File: src/design/sql_like_pattern_matcher_macros.svh
// Assertion macros shared by the matcher RTL
`ifndef SQL_LIKE_PATTERN_MATCHER_MACROS_SVH
`define SQL_LIKE_PATTERN_MATCHER_MACROS_SVH

`ifndef ASSERT_OFF
`define SLPM_ASSERT(name, clk, rstn, prop) \
    name: assert property (@(posedge clk) disable iff (!rstn) prop) \
        else $error("slpm assertion failed");
`define SLPM_NEVER(name, clk, rstn, cond) \
    name: assert property (@(posedge clk) disable iff (!rstn) !(cond)) \
        else $error("slpm forbidden condition seen");
`else
`define SLPM_ASSERT(name, clk, rstn, prop)
`define SLPM_NEVER(name, clk, rstn, cond)
`endif

`endif

File: src/design/slpm_pkg.sv
package slpm_pkg;

    localparam int SLOT_FW = 4;

    typedef enum logic [1:0] {
        OP_PAT_BYTE = 2'd0,
        OP_PAT_END  = 2'd1,
        OP_SUB_BYTE = 2'd2,
        OP_SUB_END  = 2'd3
    } op_t;

    typedef enum logic [1:0] {
        K_LIT = 2'd0,
        K_ONE = 2'd1,
        K_ANY = 2'd2,
        K_SET = 2'd3
    } kind_t;

    typedef enum logic [2:0] {
        PH_NORMAL   = 3'd0,
        PH_ESCAPE   = 3'd1,
        PH_OPEN     = 3'd2,
        PH_LEADDASH = 3'd3,
        PH_BODY     = 3'd4,
        PH_RANGE    = 3'd5,
        PH_ERROR    = 3'd6,
        PH_IDLE     = 3'd7
    } phase_t;

    typedef enum logic [1:0] {
        ST_ACCEPT = 2'd0,
        ST_SWEEP  = 2'd1,
        ST_MATCH  = 2'd2
    } state_t;

    typedef enum logic [2:0] {
        ERR_NONE    = 3'd0,
        ERR_EMPTY   = 3'd1,
        ERR_ESCAPE  = 3'd2,
        ERR_BAD_SET = 3'd3,
        ERR_BRACKET = 3'd4,
        ERR_LONG    = 3'd5,
        ERR_NO_PAT  = 3'd6
    } err_t;

    localparam logic [7:0] CH_PERCENT = 8'h25;
    localparam logic [7:0] CH_UNDER   = 8'h5F;
    localparam logic [7:0] CH_LBRACK  = 8'h5B;
    localparam logic [7:0] CH_CARET   = 8'h5E;
    localparam logic [7:0] CH_DASH    = 8'h2D;
    localparam logic [7:0] CH_RBRACK  = 8'h5D;
    localparam logic [7:0] CH_SPACE   = 8'h20;

    typedef struct packed {
        logic [1:0] op;
        logic [7:0] byte_value;
    } in_word_t;

    typedef struct packed {
        logic       result_kind;
        logic       matched;
        logic [2:0] error_code;
    } out_word_t;

    typedef struct packed {
        kind_t              kind;
        logic [7:0]         literal;
        logic [SLOT_FW-1:0] slot;
    } elem_t;

    typedef struct packed {
        logic       init;
        logic       step;
        logic [7:0] byte_value;
    } cell_ctl_t;

    typedef struct packed {
        logic       start;
        logic [7:0] lo;
        logic [7:0] hi;
        logic       val;
    } sweep_req_t;

endpackage

File: src/design/slpm_cell.sv
module slpm_cell #(
    parameter int SETS  = 8,
    parameter bit FIRST = 1'b0
) (
    input  logic              aclk,
    input  logic              aresetn,
    input  slpm_pkg::cell_ctl_t ctl,
    input  logic              we,
    input  slpm_pkg::elem_t   wr_elem,
    input  logic              live,
    input  logic              is_end,
    input  logic [SETS-1:0]   row,
    input  logic              clo_in,
    input  logic              adv_in,
    output logic              clo_out,
    output logic              adv_out,
    output logic              act_c
);
    import slpm_pkg::*;

    localparam int SLOT_W = (SETS > 1) ? $clog2(SETS) : 1;

    elem_t elem_reg;
    logic  act_reg;
    logic  act_next;
    logic  any;
    logic  hit;

    // hold the element written by the compiler
    always_ff @(posedge aclk) begin
        if (we) begin
            elem_reg <= wr_elem;
        end
    end

    // close over a preceding run wildcard
    assign act_c = act_reg | clo_in;
    assign any   = live & (elem_reg.kind == K_ANY);

    always_comb begin
        case (elem_reg.kind)
            K_LIT:   hit = (elem_reg.literal == ctl.byte_value);
            K_ONE:   hit = 1'b1;
            K_SET:   hit = row[elem_reg.slot[SLOT_W-1:0]];
            default: hit = 1'b0;
        endcase
    end

    assign adv_out  = act_c & live & hit;
    assign clo_out  = act_c & any;
    assign act_next = (act_c & any) | adv_in
                    | (act_c & is_end & (ctl.byte_value == CH_SPACE));

    // advance the active bit on each subject byte
    always_ff @(posedge aclk) begin
        if (!aresetn || ctl.init) begin
            act_reg <= FIRST;
        end else if (ctl.step) begin
            act_reg <= act_next;
        end
    end

endmodule

File: src/design/slpm_setmem.sv
module slpm_setmem #(
    parameter int SETS = 8
) (
    input  logic                   aclk,
    input  logic                   aresetn,
    input  logic [$clog2(SETS > 1 ? SETS : 2)-1:0] slot,
    input  logic                   bit_we,
    input  logic [7:0]             bit_addr,
    input  slpm_pkg::sweep_req_t   sweep,
    input  logic                   rd_en,
    input  logic [7:0]             rd_addr,
    output logic [SETS-1:0]        rd_data,
    output logic                   busy,
    output logic                   done
);
    import slpm_pkg::*;

    logic [SETS-1:0] mem [256];
    logic [7:0]      addr_reg;
    logic [7:0]      hi_reg;
    logic            val_reg;
    logic            busy_reg;

    assign busy = busy_reg;
    assign done = busy_reg && (addr_reg == hi_reg);

    // walk the sweep range one byte a cycle
    always_ff @(posedge aclk) begin
        if (!aresetn) begin
            busy_reg <= 1'b0;
        end else if (sweep.start) begin
            busy_reg <= 1'b1;
        end else if (done) begin
            busy_reg <= 1'b0;
        end
    end

    always_ff @(posedge aclk) begin
        if (sweep.start) begin
            addr_reg <= sweep.lo;
            hi_reg   <= sweep.hi;
            val_reg  <= sweep.val;
        end else if (busy_reg) begin
            addr_reg <= addr_reg + 8'd1;
        end
    end

    // write one bit of a slot column, read one full row
    always_ff @(posedge aclk) begin
        if (busy_reg) begin
            mem[addr_reg][slot] <= val_reg;
        end else if (bit_we) begin
            mem[bit_addr][slot] <= 1'b1;
        end
        if (rd_en) begin
            rd_data <= mem[rd_addr];
        end
    end

endmodule

File: src/design/sql_like_pattern_matcher.sv
// Pattern byte: opening a set stalls while the set memory clears its slot;
// a range x-y with x <= y stalls while the set memory is swept from x to y.
// Subject byte: set-memory row read, then one step of the cell row.
// End words: the status or match word is registered when the end word is accepted.
// Reset (aresetn low, synchronous) clears control state; tables are not swept.
`include "sql_like_pattern_matcher_macros.svh"
module sql_like_pattern_matcher #(
    parameter int MAX_ELEMENTS = 32,
    parameter int MAX_SETS     = 8
) (
    input  logic                 aclk,
    input  logic                 aresetn,
    input  logic                 cfg_wr_en,
    input  logic [7:0]           cfg_wr_data,
    input  logic                 s_valid,
    output logic                 s_ready,
    input  slpm_pkg::in_word_t   s_data,
    output logic                 m_valid,
    input  logic                 m_ready,
    output slpm_pkg::out_word_t  m_data
);
    import slpm_pkg::*;

    localparam int CNT_W  = $clog2(MAX_ELEMENTS + 1);
    localparam int SET_W  = $clog2(MAX_SETS + 1);
    localparam int SLOT_W = (MAX_SETS > 1) ? $clog2(MAX_SETS) : 1;
    localparam int NCELL  = MAX_ELEMENTS + 1;

    logic [7:0]        esc_reg;
    state_t            state_reg, state_next;
    phase_t            ph_reg, ph_next, ph_e;
    logic [CNT_W-1:0]  cnt_reg, cnt_next, cnt_e;
    logic [SET_W-1:0]  sets_reg, sets_next, sets_e;
    logic [7:0]        prev_reg, prev_next;
    logic              ra_reg, ra_next;
    logic              neg_reg, neg_next;
    logic              valid_reg, valid_next;
    logic [2:0]        err_reg, err_next;
    kind_t             last_kind_reg, last_kind_next;
    logic [SLOT_W-1:0] slot_reg, slot_next;
    logic [MAX_SETS-1:0] negset_reg;
    logic              close_we;
    logic [7:0]        byte_reg;
    logic              m_valid_reg;
    out_word_t         m_data_reg;

    logic              acc, out_free;
    logic [7:0]        b;
    logic              add_req, open_req, body_req;
    kind_t             add_kind;
    logic [7:0]        add_lit;
    logic              elem_we;
    elem_t             elem_w;
    logic              bit_we;
    logic [7:0]        bit_addr;
    sweep_req_t        sweep;
    logic              mem_busy, mem_done;
    logic [MAX_SETS-1:0] row_raw, row;
    cell_ctl_t         ctl;
    logic              step;
    logic [2:0]        end_err;
    logic              match_bit;

    logic [NCELL:0]    clo, adv;
    logic [NCELL-1:0]  act_c;
    logic [NCELL-1:0]  end_hit;

    assign b        = s_data.byte_value;
    assign out_free = !m_valid_reg || m_ready;
    assign acc      = s_valid && s_ready;

    // hold the escape byte
    always_ff @(posedge aclk) begin
        if (!aresetn) begin
            esc_reg <= 8'd0;
        end else if (cfg_wr_en) begin
            esc_reg <= cfg_wr_data;
        end
    end

    // next state of the sequencer
    always_comb begin
        state_next = state_reg;
        case (state_reg)
            ST_ACCEPT: begin
                if (acc && sweep.start) begin
                    state_next = ST_SWEEP;
                end else if (acc && s_data.op == OP_SUB_BYTE && valid_reg) begin
                    state_next = ST_MATCH;
                end
            end
            ST_SWEEP: begin
                if (mem_done) begin
                    state_next = ST_ACCEPT;
                end
            end
            ST_MATCH: state_next = ST_ACCEPT;
            default:  state_next = ST_ACCEPT;
        endcase
    end

    // sequencer outputs
    always_comb begin
        s_ready = (state_reg == ST_ACCEPT) && out_free;
        step    = (state_reg == ST_MATCH);
    end

    // compile pattern bytes
    always_comb begin
        ph_e   = (ph_reg == PH_IDLE) ? PH_NORMAL : ph_reg;
        cnt_e  = (ph_reg == PH_IDLE) ? '0 : cnt_reg;
        sets_e = (ph_reg == PH_IDLE) ? '0 : sets_reg;

        ph_next        = ph_reg;
        cnt_next       = cnt_reg;
        sets_next      = sets_reg;
        prev_next      = prev_reg;
        ra_next        = ra_reg;
        neg_next       = neg_reg;
        valid_next     = valid_reg;
        err_next       = err_reg;
        last_kind_next = last_kind_reg;
        slot_next      = slot_reg;
        close_we       = 1'b0;
        add_req        = 1'b0;
        open_req       = 1'b0;
        body_req       = 1'b0;
        add_kind       = K_LIT;
        add_lit        = b;
        elem_we        = 1'b0;
        elem_w         = '{kind: K_LIT, literal: b, slot: '0};
        bit_we         = 1'b0;
        bit_addr       = b;
        sweep          = '{start: 1'b0, lo: 8'd0, hi: 8'hFF, val: 1'b0};
        end_err        = ERR_NONE;

        case (ph_reg)
            PH_NORMAL: end_err = (cnt_reg == '0) ? ERR_EMPTY : ERR_NONE;
            PH_IDLE:   end_err = ERR_EMPTY;
            PH_ESCAPE: end_err = ERR_ESCAPE;
            PH_ERROR:  end_err = err_reg;
            default:   end_err = ERR_BRACKET;
        endcase

        if (acc && s_data.op == OP_PAT_BYTE) begin
            ph_next    = ph_e;
            cnt_next   = cnt_e;
            sets_next  = sets_e;
            valid_next = 1'b0;
            if (ph_reg == PH_IDLE) begin
                err_next = ERR_NONE;
            end
            case (ph_e)
                PH_NORMAL: begin
                    if (esc_reg != 8'd0 && b == esc_reg) begin
                        ph_next = PH_ESCAPE;
                    end else if (b == CH_PERCENT) begin
                        if (cnt_e == '0 || last_kind_reg != K_ANY) begin
                            add_req  = 1'b1;
                            add_kind = K_ANY;
                        end
                    end else if (b == CH_UNDER) begin
                        add_req  = 1'b1;
                        add_kind = K_ONE;
                    end else if (b == CH_LBRACK) begin
                        open_req = 1'b1;
                    end else begin
                        add_req = 1'b1;
                    end
                end
                PH_ESCAPE: begin
                    ph_next = PH_NORMAL;
                    add_req = 1'b1;
                end
                PH_OPEN: begin
                    if (b == CH_CARET && !neg_reg) begin
                        neg_next = 1'b1;
                    end else if (b == CH_RBRACK && neg_reg) begin
                        err_next = ERR_BAD_SET;
                        ph_next  = PH_ERROR;
                    end else if (b == CH_DASH) begin
                        bit_we  = 1'b1;
                        ph_next = PH_LEADDASH;
                    end else begin
                        body_req = 1'b1;
                    end
                end
                PH_LEADDASH: begin
                    if (b == CH_DASH) begin
                        err_next = ERR_BAD_SET;
                        ph_next  = PH_ERROR;
                    end else begin
                        body_req = 1'b1;
                    end
                end
                PH_BODY: body_req = 1'b1;
                PH_RANGE: begin
                    if (b == CH_RBRACK) begin
                        err_next = ERR_BAD_SET;
                        ph_next  = PH_ERROR;
                    end else begin
                        sweep     = '{start: (prev_reg <= b), lo: prev_reg, hi: b, val: 1'b1};
                        prev_next = b;
                        ra_next   = 1'b0;
                        ph_next   = PH_BODY;
                    end
                end
                default: ph_next = ph_e;
            endcase

            // one byte of a set body
            if (body_req) begin
                ph_next = PH_BODY;
                if (b == CH_RBRACK) begin
                    close_we = 1'b1;
                    ph_next  = PH_NORMAL;
                end else if (b != CH_DASH) begin
                    bit_we    = 1'b1;
                    ra_next   = 1'b1;
                    prev_next = b;
                end else if (!ra_reg) begin
                    err_next = ERR_BAD_SET;
                    ph_next  = PH_ERROR;
                end else begin
                    ph_next = PH_RANGE;
                end
            end

            // append an element, or fail on overflow
            if (add_req) begin
                if (cnt_e >= CNT_W'(MAX_ELEMENTS)) begin
                    err_next = ERR_LONG;
                    ph_next  = PH_ERROR;
                end else begin
                    elem_we        = 1'b1;
                    elem_w         = '{kind: add_kind, literal: add_lit, slot: '0};
                    cnt_next       = cnt_e + CNT_W'(1);
                    last_kind_next = add_kind;
                end
            end

            // open a set and clear its slot
            if (open_req) begin
                if (sets_e >= SET_W'(MAX_SETS) || cnt_e >= CNT_W'(MAX_ELEMENTS)) begin
                    err_next = ERR_LONG;
                    ph_next  = PH_ERROR;
                end else begin
                    elem_we        = 1'b1;
                    elem_w         = '{kind: K_SET, literal: 8'd0,
                                       slot: SLOT_FW'(sets_e)};
                    cnt_next       = cnt_e + CNT_W'(1);
                    last_kind_next = K_SET;
                    sets_next      = sets_e + SET_W'(1);
                    slot_next      = SLOT_W'(sets_e);
                    neg_next       = 1'b0;
                    ra_next        = 1'b0;
                    prev_next      = 8'd0;
                    ph_next        = PH_OPEN;
                    sweep          = '{start: 1'b1, lo: 8'd0, hi: 8'hFF, val: 1'b0};
                end
            end
        end else if (acc && s_data.op == OP_PAT_END) begin
            err_next   = end_err;
            valid_next = (end_err == ERR_NONE);
            ph_next    = PH_IDLE;
        end
    end

    // control registers
    always_ff @(posedge aclk) begin
        if (!aresetn) begin
            state_reg     <= ST_ACCEPT;
            ph_reg        <= PH_NORMAL;
            cnt_reg       <= '0;
            sets_reg      <= '0;
            prev_reg      <= 8'd0;
            ra_reg        <= 1'b0;
            neg_reg       <= 1'b0;
            valid_reg     <= 1'b0;
            err_reg       <= ERR_NONE;
            last_kind_reg <= K_LIT;
            slot_reg      <= '0;
            m_valid_reg   <= 1'b0;
        end else begin
            state_reg     <= state_next;
            ph_reg        <= ph_next;
            cnt_reg       <= cnt_next;
            sets_reg      <= sets_next;
            prev_reg      <= prev_next;
            ra_reg        <= ra_next;
            neg_reg       <= neg_next;
            valid_reg     <= valid_next;
            err_reg       <= err_next;
            last_kind_reg <= last_kind_next;
            slot_reg      <= slot_next;
            if (acc && (s_data.op == OP_PAT_END || s_data.op == OP_SUB_END)) begin
                m_valid_reg <= 1'b1;
            end else if (m_ready) begin
                m_valid_reg <= 1'b0;
            end
        end
    end

    // latch negation at set close, hold subject byte, build result word
    always_ff @(posedge aclk) begin
        if (close_we) begin
            negset_reg[slot_reg] <= neg_reg;
        end
        if (acc) begin
            byte_reg <= b;
        end
        if (acc && s_data.op == OP_PAT_END) begin
            m_data_reg <= '{result_kind: 1'b0, matched: 1'b0, error_code: end_err};
        end else if (acc && s_data.op == OP_SUB_END) begin
            m_data_reg <= '{result_kind: 1'b1, matched: valid_reg && match_bit,
                            error_code: valid_reg ? ERR_NONE : ERR_NO_PAT};
        end
    end

    assign m_valid = m_valid_reg;
    assign m_data  = m_data_reg;

    slpm_setmem #(.SETS(MAX_SETS)) u_setmem (
        .aclk     (aclk),
        .aresetn  (aresetn),
        .slot     (slot_reg),
        .bit_we   (bit_we),
        .bit_addr (bit_addr),
        .sweep    (sweep),
        .rd_en    (acc && s_data.op == OP_SUB_BYTE),
        .rd_addr  (b),
        .rd_data  (row_raw),
        .busy     (mem_busy),
        .done     (mem_done)
    );

    // negated sets flip every byte but zero
    assign row = row_raw ^ (negset_reg & {MAX_SETS{byte_reg != 8'd0}});

    assign ctl = '{init: acc && (s_data.op == OP_PAT_END || s_data.op == OP_SUB_END),
                   step: step, byte_value: byte_reg};

    assign clo[0] = 1'b0;
    assign adv[0] = 1'b0;

    // row of element cells, position MAX_ELEMENTS is the end slot at most
    for (genvar i = 0; i < NCELL; i++) begin : g_cell
        slpm_cell #(.SETS(MAX_SETS), .FIRST(i == 0)) u_cell (
            .aclk    (aclk),
            .aresetn (aresetn),
            .ctl     (ctl),
            .we      (elem_we && cnt_e == CNT_W'(i)),
            .wr_elem (elem_w),
            .live    (CNT_W'(i) < cnt_reg),
            .is_end  (CNT_W'(i) == cnt_reg),
            .row     (row),
            .clo_in  (clo[i]),
            .adv_in  (adv[i]),
            .clo_out (clo[i+1]),
            .adv_out (adv[i+1]),
            .act_c   (act_c[i])
        );
        assign end_hit[i] = act_c[i] && (CNT_W'(i) == cnt_reg);
    end

    assign match_bit = |end_hit;

    `SLPM_ASSERT(a_busy_stalls, aclk, aresetn, mem_busy |-> !s_ready)
    `SLPM_ASSERT(a_cnt_bound, aclk, aresetn,
        (cnt_reg <= CNT_W'(MAX_ELEMENTS)) && (sets_reg <= SET_W'(MAX_SETS)))
    `SLPM_ASSERT(a_end_result, aclk, aresetn,
        (acc && (s_data.op == OP_PAT_END || s_data.op == OP_SUB_END)) |=> m_valid_reg)
    `SLPM_ASSERT(a_match_one_cycle, aclk, aresetn, (state_reg == ST_MATCH) |=> s_ready || !out_free)
    `SLPM_NEVER(a_chain_end, aclk, aresetn, adv[NCELL] || clo[NCELL])

endmodule

File: config.mk
export PLATFORM = sky130hd
export DESIGN_NAME = sql_like_pattern_matcher
export DESIGN_NICKNAME = d
export VERILOG_FILES = /design/src/design/slpm_pkg.sv /design/src/design/slpm_cell.sv /design/src/design/slpm_setmem.sv /design/src/design/sql_like_pattern_matcher.sv
export VERILOG_INCLUDE_DIRS = /design/src /design/src/design
export SDC_FILE = /design/constraint.sdc
export NUM_CORES = 2
export LEC_CHECK = 0
export ABC_AREA = 0
export ABC_CLOCK_PERIOD_IN_PS = 52100
export BUFFER_PORTS_ARGS = -buffer_cell sky130_fd_sc_hd__buf_4
export CAP_MARGIN = 10
export CORE_MARGIN = 3
export CORE_UTILIZATION = 44
export CTS_BUF_LIST = sky130_fd_sc_hd__clkbuf_8
export CTS_CLUSTER_DIAMETER = 50
export DETAILED_ROUTE_END_ITERATION = 10
export GPL_TIMING_DRIVEN = 0
export HOLD_SLACK_MARGIN = 0.12
export PLACE_DENSITY_LB_ADDON = 0.3
export SYNTH_ARGS = -nofsm -noshare
export SYNTH_HDL_FRONTEND = slang
export SYNTH_SLANG_ARGS = --single-unit
export TNS_END_PERCENT = 50
File: constraint.sdc
create_clock -name aclk -period 52.1 [get_ports aclk]
set_input_delay 10.42 -clock aclk [delete_from_list [all_inputs] [get_ports aclk]]
set_output_delay 10.42 -clock aclk [all_outputs]
set_load 0.01 [all_outputs]
; Word level (Yosys, flattened, before mapping)
; Memories as Yosys holds them, arrays and structs flattened. A register that Yosys moved wholly into a read port is not among the register bits.
; Cells that the tools add are included.
[word_totals]
out_inout_bits = 7
ram_bits = 2048
register_bits = 533
inputBits = 23
word_cells = 1118
mem_count = 1
[mem_list]
columns = memory, words, word_bits, rd, rd_clocked_by_memory_dff, wr, line
row1 = u_setmem.mem, 256, 8, 1, 1, 1, slpm_setmem.sv:18  ; logic [SETS-1:0] mem [256];
[classes]
n_bitwise = 297
n_addsub = 3
reduce_logical = 140
eq_ne = 219
mux = 236
n_lt_le_gt_ge = 70
[op_table]
columns = op, n
row1 = $eq A8 B8 Y1, 34
row2 = $and A1 B1 Y1, 196
row3 = $eq A2 B2 Y1 const B, 68
row4 = $lt A3 B4 Y1 const B, 33
row5 = $mux W8, 14
row6 = $mux W3, 33
row7 = $pmux W1 S3, 33
row8 = $or A1 B1 Y1, 97
row9 = $bmux W1 S3, 32
row10 = $eq A5 B6 Y1 const A, 16
row11 = $eq A6 B5 Y1 const B, 16
row12 = $lt A5 B6 Y1 const A, 16
row13 = $mux W18, 5
row14 = $mux W1, 85
row15 = $logic_and A1 B1 Y1, 81
row16 = $mux W14, 5
row17 = $eq A2 B1 Y1 const B, 34
row18 = $logic_not A2 Y1, 34
row19 = $eq A4 B6 Y1 const A, 8
row20 = $eq A6 B4 Y1 const B, 8
row21 = $lt A4 B6 Y1 const A, 8
row22 = $reduce_or A33 Y1, 1
row23 = $eq A8 B7 Y1 const B, 4
row24 = $mux W6, 5
row25 = 48 further kinds, 99

; Depth between registers and ports, before layout
[depth]
ltp_word = 69
mapped_depth = 17
depth_no_buf = 13

; By module
; A second synthesis with hierarchy kept.
[unflattened]
cells_unflattened = 8241
area_unflattened_um2 = 117096.1
[by_module_without_submodules]
columns = module, seq_area_each_um2, n_inst, cells_per_inst, area_each_um2
row1 = slpm_setmem, 62269.7, 1, 6161, 90040.1
row2 = slpm_cell (g_cell[10].u_cell ...), 410.4, 32, 43, 674.4
row3 = sql_like_pattern_matcher, 1471.4, 1, 660, 4812.1
row4 = slpm_cell (g_cell[0].u_cell), 410.4, 1, 44, 663.1

; Least setup slack after synthesis
; No wires, ideal clock.
[synth_path]
path_type = input-to-reg
from = input port s_data[1] in the netlist's numbering
to = memory u_setmem.mem[0][0] (data pin)
setup_slack_ps = 8808
setup_time_ps = 5804
arrival_time_ps = 37488
stages = 9
required_time_ps = 46296
n_path_buf = 3
cell_sequence = clkbuf_1 -> nand2b_1 -> clkbuf_1 -> nor4_2 -> nand3_1 -> a21oi_1 -> nand2_1 -> buf_2 -> nand2b_1
[synth_via]
elab_chain_len = 14
word_cells_on_any_way = 24
cone_classes = eq/ne (4) / mux (17) / reduce/logical (3)
[synth_lines]
columns = item, line
row1 = from (decl), sql_like_pattern_matcher.sv:17  ; input slpm_pkg::in_word_t s_data,
row2 = $eq A8 B6 Y1 or $eq A8 B7 Y1 (tied branches), n/a
row3 = $mux W1 or $logic_and A1 B1 Y1 (tied branches), "sql_like_pattern_matcher.sv:181, sql_like_pattern_matcher.sv:178"
row4 = $mux W1, sql_like_pattern_matcher.sv:178  ; end else if (b == CH_RBRACK && neg_reg) begin
row5 = $mux W1, sql_like_pattern_matcher.sv:176  ; if (b == CH_CARET && !neg_reg) begin
row6 = $mux W1, sql_like_pattern_matcher.sv:153  ; case (ph_e)
row7 = $mux W1, sql_like_pattern_matcher.sv:217  ; end else if (b != CH_DASH) begin
row8 = $mux W1, sql_like_pattern_matcher.sv:214  ; if (b == CH_RBRACK) begin
row9 = $mux W1 (*), sql_like_pattern_matcher.sv:212  ; if (body_req) begin
row10 = $mux W1 (*), sql_like_pattern_matcher.sv:145  ; if (acc && s_data.op == OP_PAT_BYTE) begin
row11 = $mux W1 (*), slpm_setmem.sv:52  ; end else if (bit_we) begin
row12 = $mux W1 (*), slpm_setmem.sv:50  ; if (busy_reg) begin
row13 = $mux W8 (not written as such) (*), slpm_setmem.sv:53  ; mem[bit_addr][slot] <= 1'b1;
row14 = $reduce_or A8 Y1 (no source line) (*), n/a
row15 = $mux W8 (no source line) (*), n/a
row16 = to (decl), slpm_setmem.sv:18
; Mark *: on every way between the ends. The rest lies on a longest branch, timed or not. The select of a mux whose other input is x is not followed.

; Worst setup path after layout
[layout_path]
from = input port m_ready
to = output port s_ready
[layout_via]
elab_chain_len = 2
[layout_lines]
columns = item, line
row1 = from (decl), sql_like_pattern_matcher.sv:19  ; input logic m_ready,
row2 = $logic_or A1 B1 Y1, sql_like_pattern_matcher.sv:69  ; assign out_free = !m_valid_reg || m_ready;
row3 = $logic_and A1 B1 Y1, sql_like_pattern_matcher.sv:104  ; s_ready = (state_reg == ST_ACCEPT) && out_free;
row4 = to (decl), sql_like_pattern_matcher.sv:16  ; output logic s_ready,
; No other way between the ends.

==> flow_summary.json <==
{
  "cp_cell_sequence": "buf_4 -> nand2b_1 -> and2_1 -> buf_4",
  "grt_util_met1_pct": 37.3,
  "cp_data_arrival_time_ps": 11020,
  "gp_congestion": 0.965,
  "worstSkewPairLatency_ps": 1110,
  "postCtsHoldBufs": 0,
  "crit_required_ps": 41680,
  "die_height_um": 517,
  "post_drt_via_cell_ratio": 6.23,
  "drt_iter0_markers": 12400,
  "cts_buffer_depth": 4,
  "clock-root-buffer": "clkbuf_8",
  "finalSetupViolCount": 0,
  "cell_internal_pwr_mw": 3.15,
  "grt_pass1_vias": 72800,
  "cts_max_level": 5,
  "placementRows": 186,
  "grt_start_max_net_pins": 115,
  "final_cell_mix": "2510 x edfxtp_1, 2184 x nor2_1, 732 x mux4_2",
  "power_mw": 4.11,
  "initial_core_util_pct": 44.4,
  "rsz0062_at_grt": "false",
  "startpoint": "m_ready",
  "cts_setup_buffers": 0,
  "holdCritPathClass": "register to register",
  "crit_path_max_fanout": 3,
  "fin_crit_ps": 21440,
  "final_nets": 8352,
  "irDropWorstVdd_mv": 0.0205,
  "syn_inst": 7763,
  "yosysSeqAreaShare_pct": 67.1,
  "hold_violations": 0,
  "ys_types": 84,
  "reg2regPathDepth": 15,
  "nFillCells": 21900,
  "yosys.area.top_type": "edfxtp_1",
  "hpwl_mm": 263,
  "pin_count": 30,
  "core_area_sq_um": 258000,
  "cts.sinks": 2589,
  "max_freq_mhz": 46.6,
  "drcViolationCount": 0,
  "dr.pass1.iters": 8,
  "power.share.switching_pct": 23.5,
  "grt_use_total_pct": 27.5,
  "drive_gt1_share_pct": 17.2,
  "cts_tree": "done",
  "cp_common_cell": "buf_4",
  "yosysWarnings": 0,
  "cp_top_family": "simple AND/OR/NAND/NOR gates",
  "largest_reg_flops": 2048,
  "io_buffers": 27,
  "crit_type": "input pin to output pin",
  "final_max_slew_viol_count": 0,
  "cap_violations": 0,
  "overflow": 0,
  "layout_commonest_cell": "edfxtp_1",
  "rr_startpoint": "ph_reg[1]$_SDFFE_PN0P_",
  "r2r_slack_ps": 45420,
  "route.vias.total": 75100,
  "use_met3_pct": 8.27,
  "pwr-share-comb_pct": 4.6,
  "share_clk_of_total_power_pct": 40.5,
  "endpoint": "s_ready",
  "p_per_area_nw_per_um2": 31.9,
  "cp_num_cells": 4,
  "wire_per_inst_um": 30.9,
  "cts_buffers": 431,
  "cts_resized": 0,
  "ys_seq_elements": 2589,
  "dieArea_sq_um": 267000,
  "period_share_pct": 41.2,
  "switchingPower_mw": 0.967,
  "syn_avg_cell_area_sq_um": 14.8,
  "leakage_nw": 42.4,
  "yosys-top-cells-area": "edfxtp_1 66%, mux4_2 14%, nor2_1 7.2%",
  "syn_area_sq_um": 115000,
  "synthArstFlopShare_pct": 0,
  "fin_skew_ps": 104,
  "antenna_found_initial": 21,
  "postRouteAntennaNets": 0,
  "synthFlopType": "edfxtp_1",
  "drt_wl_total_mm": 373,
  "max_slew_margin_pct": 1.86,
  "cpPeakStageDelay_ps": 180,
  "tightest_slew_ps": 1470,
  "global_route.usage.met2_pct": 41.2,
  "setup_tns_ps": 0,
  "areaGrowthSynthToFinish_pct": 12.3,
  "path_clk_slew_ps": 60,
  "end_kind": "output pin",
  "worst_r2r_endpoint": "g_cell[8].u_cell.elem_reg[10]$_DFFE_PP_",
  "synth_edf_count": 2510,
  "crit_slowest_cell": "and2_1",
  "yosys.area.top_type_share_pct": 65.7,
  "grt_pass1_wl_mm": 523,
  "start_kind": "input pin",
  "finish.utilization_pct": 49.9,
  "worst-path-buf-inv": 2,
  "die_x_um": 517,
  "pwr-share-seq_pct": 54.9,
  "outcome": "finished clean",
  "grt.busiest_layer": "met2"
}
[Yosys cell counts (all sizes together), types with 45 or more instances]
library cell,instances
nor2,2191
nand2,160
clkbuf,483
edfxtp,2510
a21oi,96
nand3,63
o21ai,134
xor2,47
nor2b,46
mux4,732
inv,52
buf,131
nand4,304
xnor2,239
dfxtp,79
nor3,64
and2,45
[per-layer routing]
layer / share of wire [%] / wire length (um)
met5: 0.0072 / 27
met4: 5.1 / 19100
met3: 13 / 48400
met2: 44 / 166000
met1: 37 / 139000
[layout make-up]
class	instances	area, sq um	share of cell area, %
Multi-Input combinational cell	4509	35300	27.4
Buffer	614	2410	1.87
Antenna cell	11	27.5	0.0214
Inverter	52	195	0.152
Tap cell	3384	4230	3.29
Clock buffer	442	6080	4.72
Timing Repair Buffer	117	1950	1.51
Sequential cell	2589	77000	59.7
Clock inverter	335	1680	1.30
[metrics by stage]
step / cell area [sq um] / hold WS, ps / instances / worst slack, ps
finish: 129000 / 456 / 12100 / 30660
global route: 129000 / 484 / 12000 / 30600
CTS: 129000 / 466 / 12000 / 30630
detailed placement: 121000 / 457 / 11300 / 30640
global placement: 119000 / 451 / 11200 / -8900
floorplan: 115000 / 432 / 7764 / 8810
[kinds of logic (layout without fill, tap and decap cells)]
family                     Yosys count  after routing  share of synthesized area (%)
and+or+nand+nor                   3016           3016                           11.2
AOI/OAI and AO/OA                  443            443                           2.56
other                                1             13                        0.00327
DFF                               2589           2589                           67.1
adders and majority gates           15             15                          0.164
muxes                              747            747                           14.5
xor gates and xnor gates           286            286                           2.18
buffers and inverters              666           1560                           2.23
[power by group through the flow]
stage / clock, mW / sequential (mW) / combinational [mW]
4_1_cts: 1.68 / 2.26 / 0.184
5_1_grt: 1.78 / 2.26 / 0.193
6_report: 1.67 / 2.26 / 0.189
2_1_floorplan: 0 / 2.31 / 0.0999
3_3_place_gp: 0 / 2.31 / 0.175
3_5_place_dp: 0 / 2.30 / 0.183
[worst reg2reg max path: cells and delay by family (launching register included)]
kind / cells / cell delay (ps)
simple gates: 8 / 3500
fa+ha+maj: 1 / 510
buf+inv: 2 / 710
flops: 1 / 360
compound gates: 4 / 1200
[worst min path at each step]
| stage | startpoint | end | depth (start not counted) |
|---|---|---|---|
| after floorplan | sets_reg[3]$_SDFFE_PN0P_ | sets_reg[3]$_SDFFE_PN0P_ | 2 |
| after global placement | sets_reg[3]$_SDFFE_PN0P_ | sets_reg[3]$_SDFFE_PN0P_ | 2 |
| after detailed placement | m_data[3]$_SDFFE_PP0P_ | m_data[3]$_SDFFE_PP0P_ | 2 |
| after CTS | m_data[3]$_SDFFE_PP0P_ | m_data[3]$_SDFFE_PP0P_ | 2 |
| after global routing | m_data[3]$_SDFFE_PP0P_ | m_data[3]$_SDFFE_PP0P_ | 2 |
| final | m_data[3]$_SDFFE_PP0P_ | m_data[3]$_SDFFE_PP0P_ | 2 |
Power figures use the tool's default switching activity.
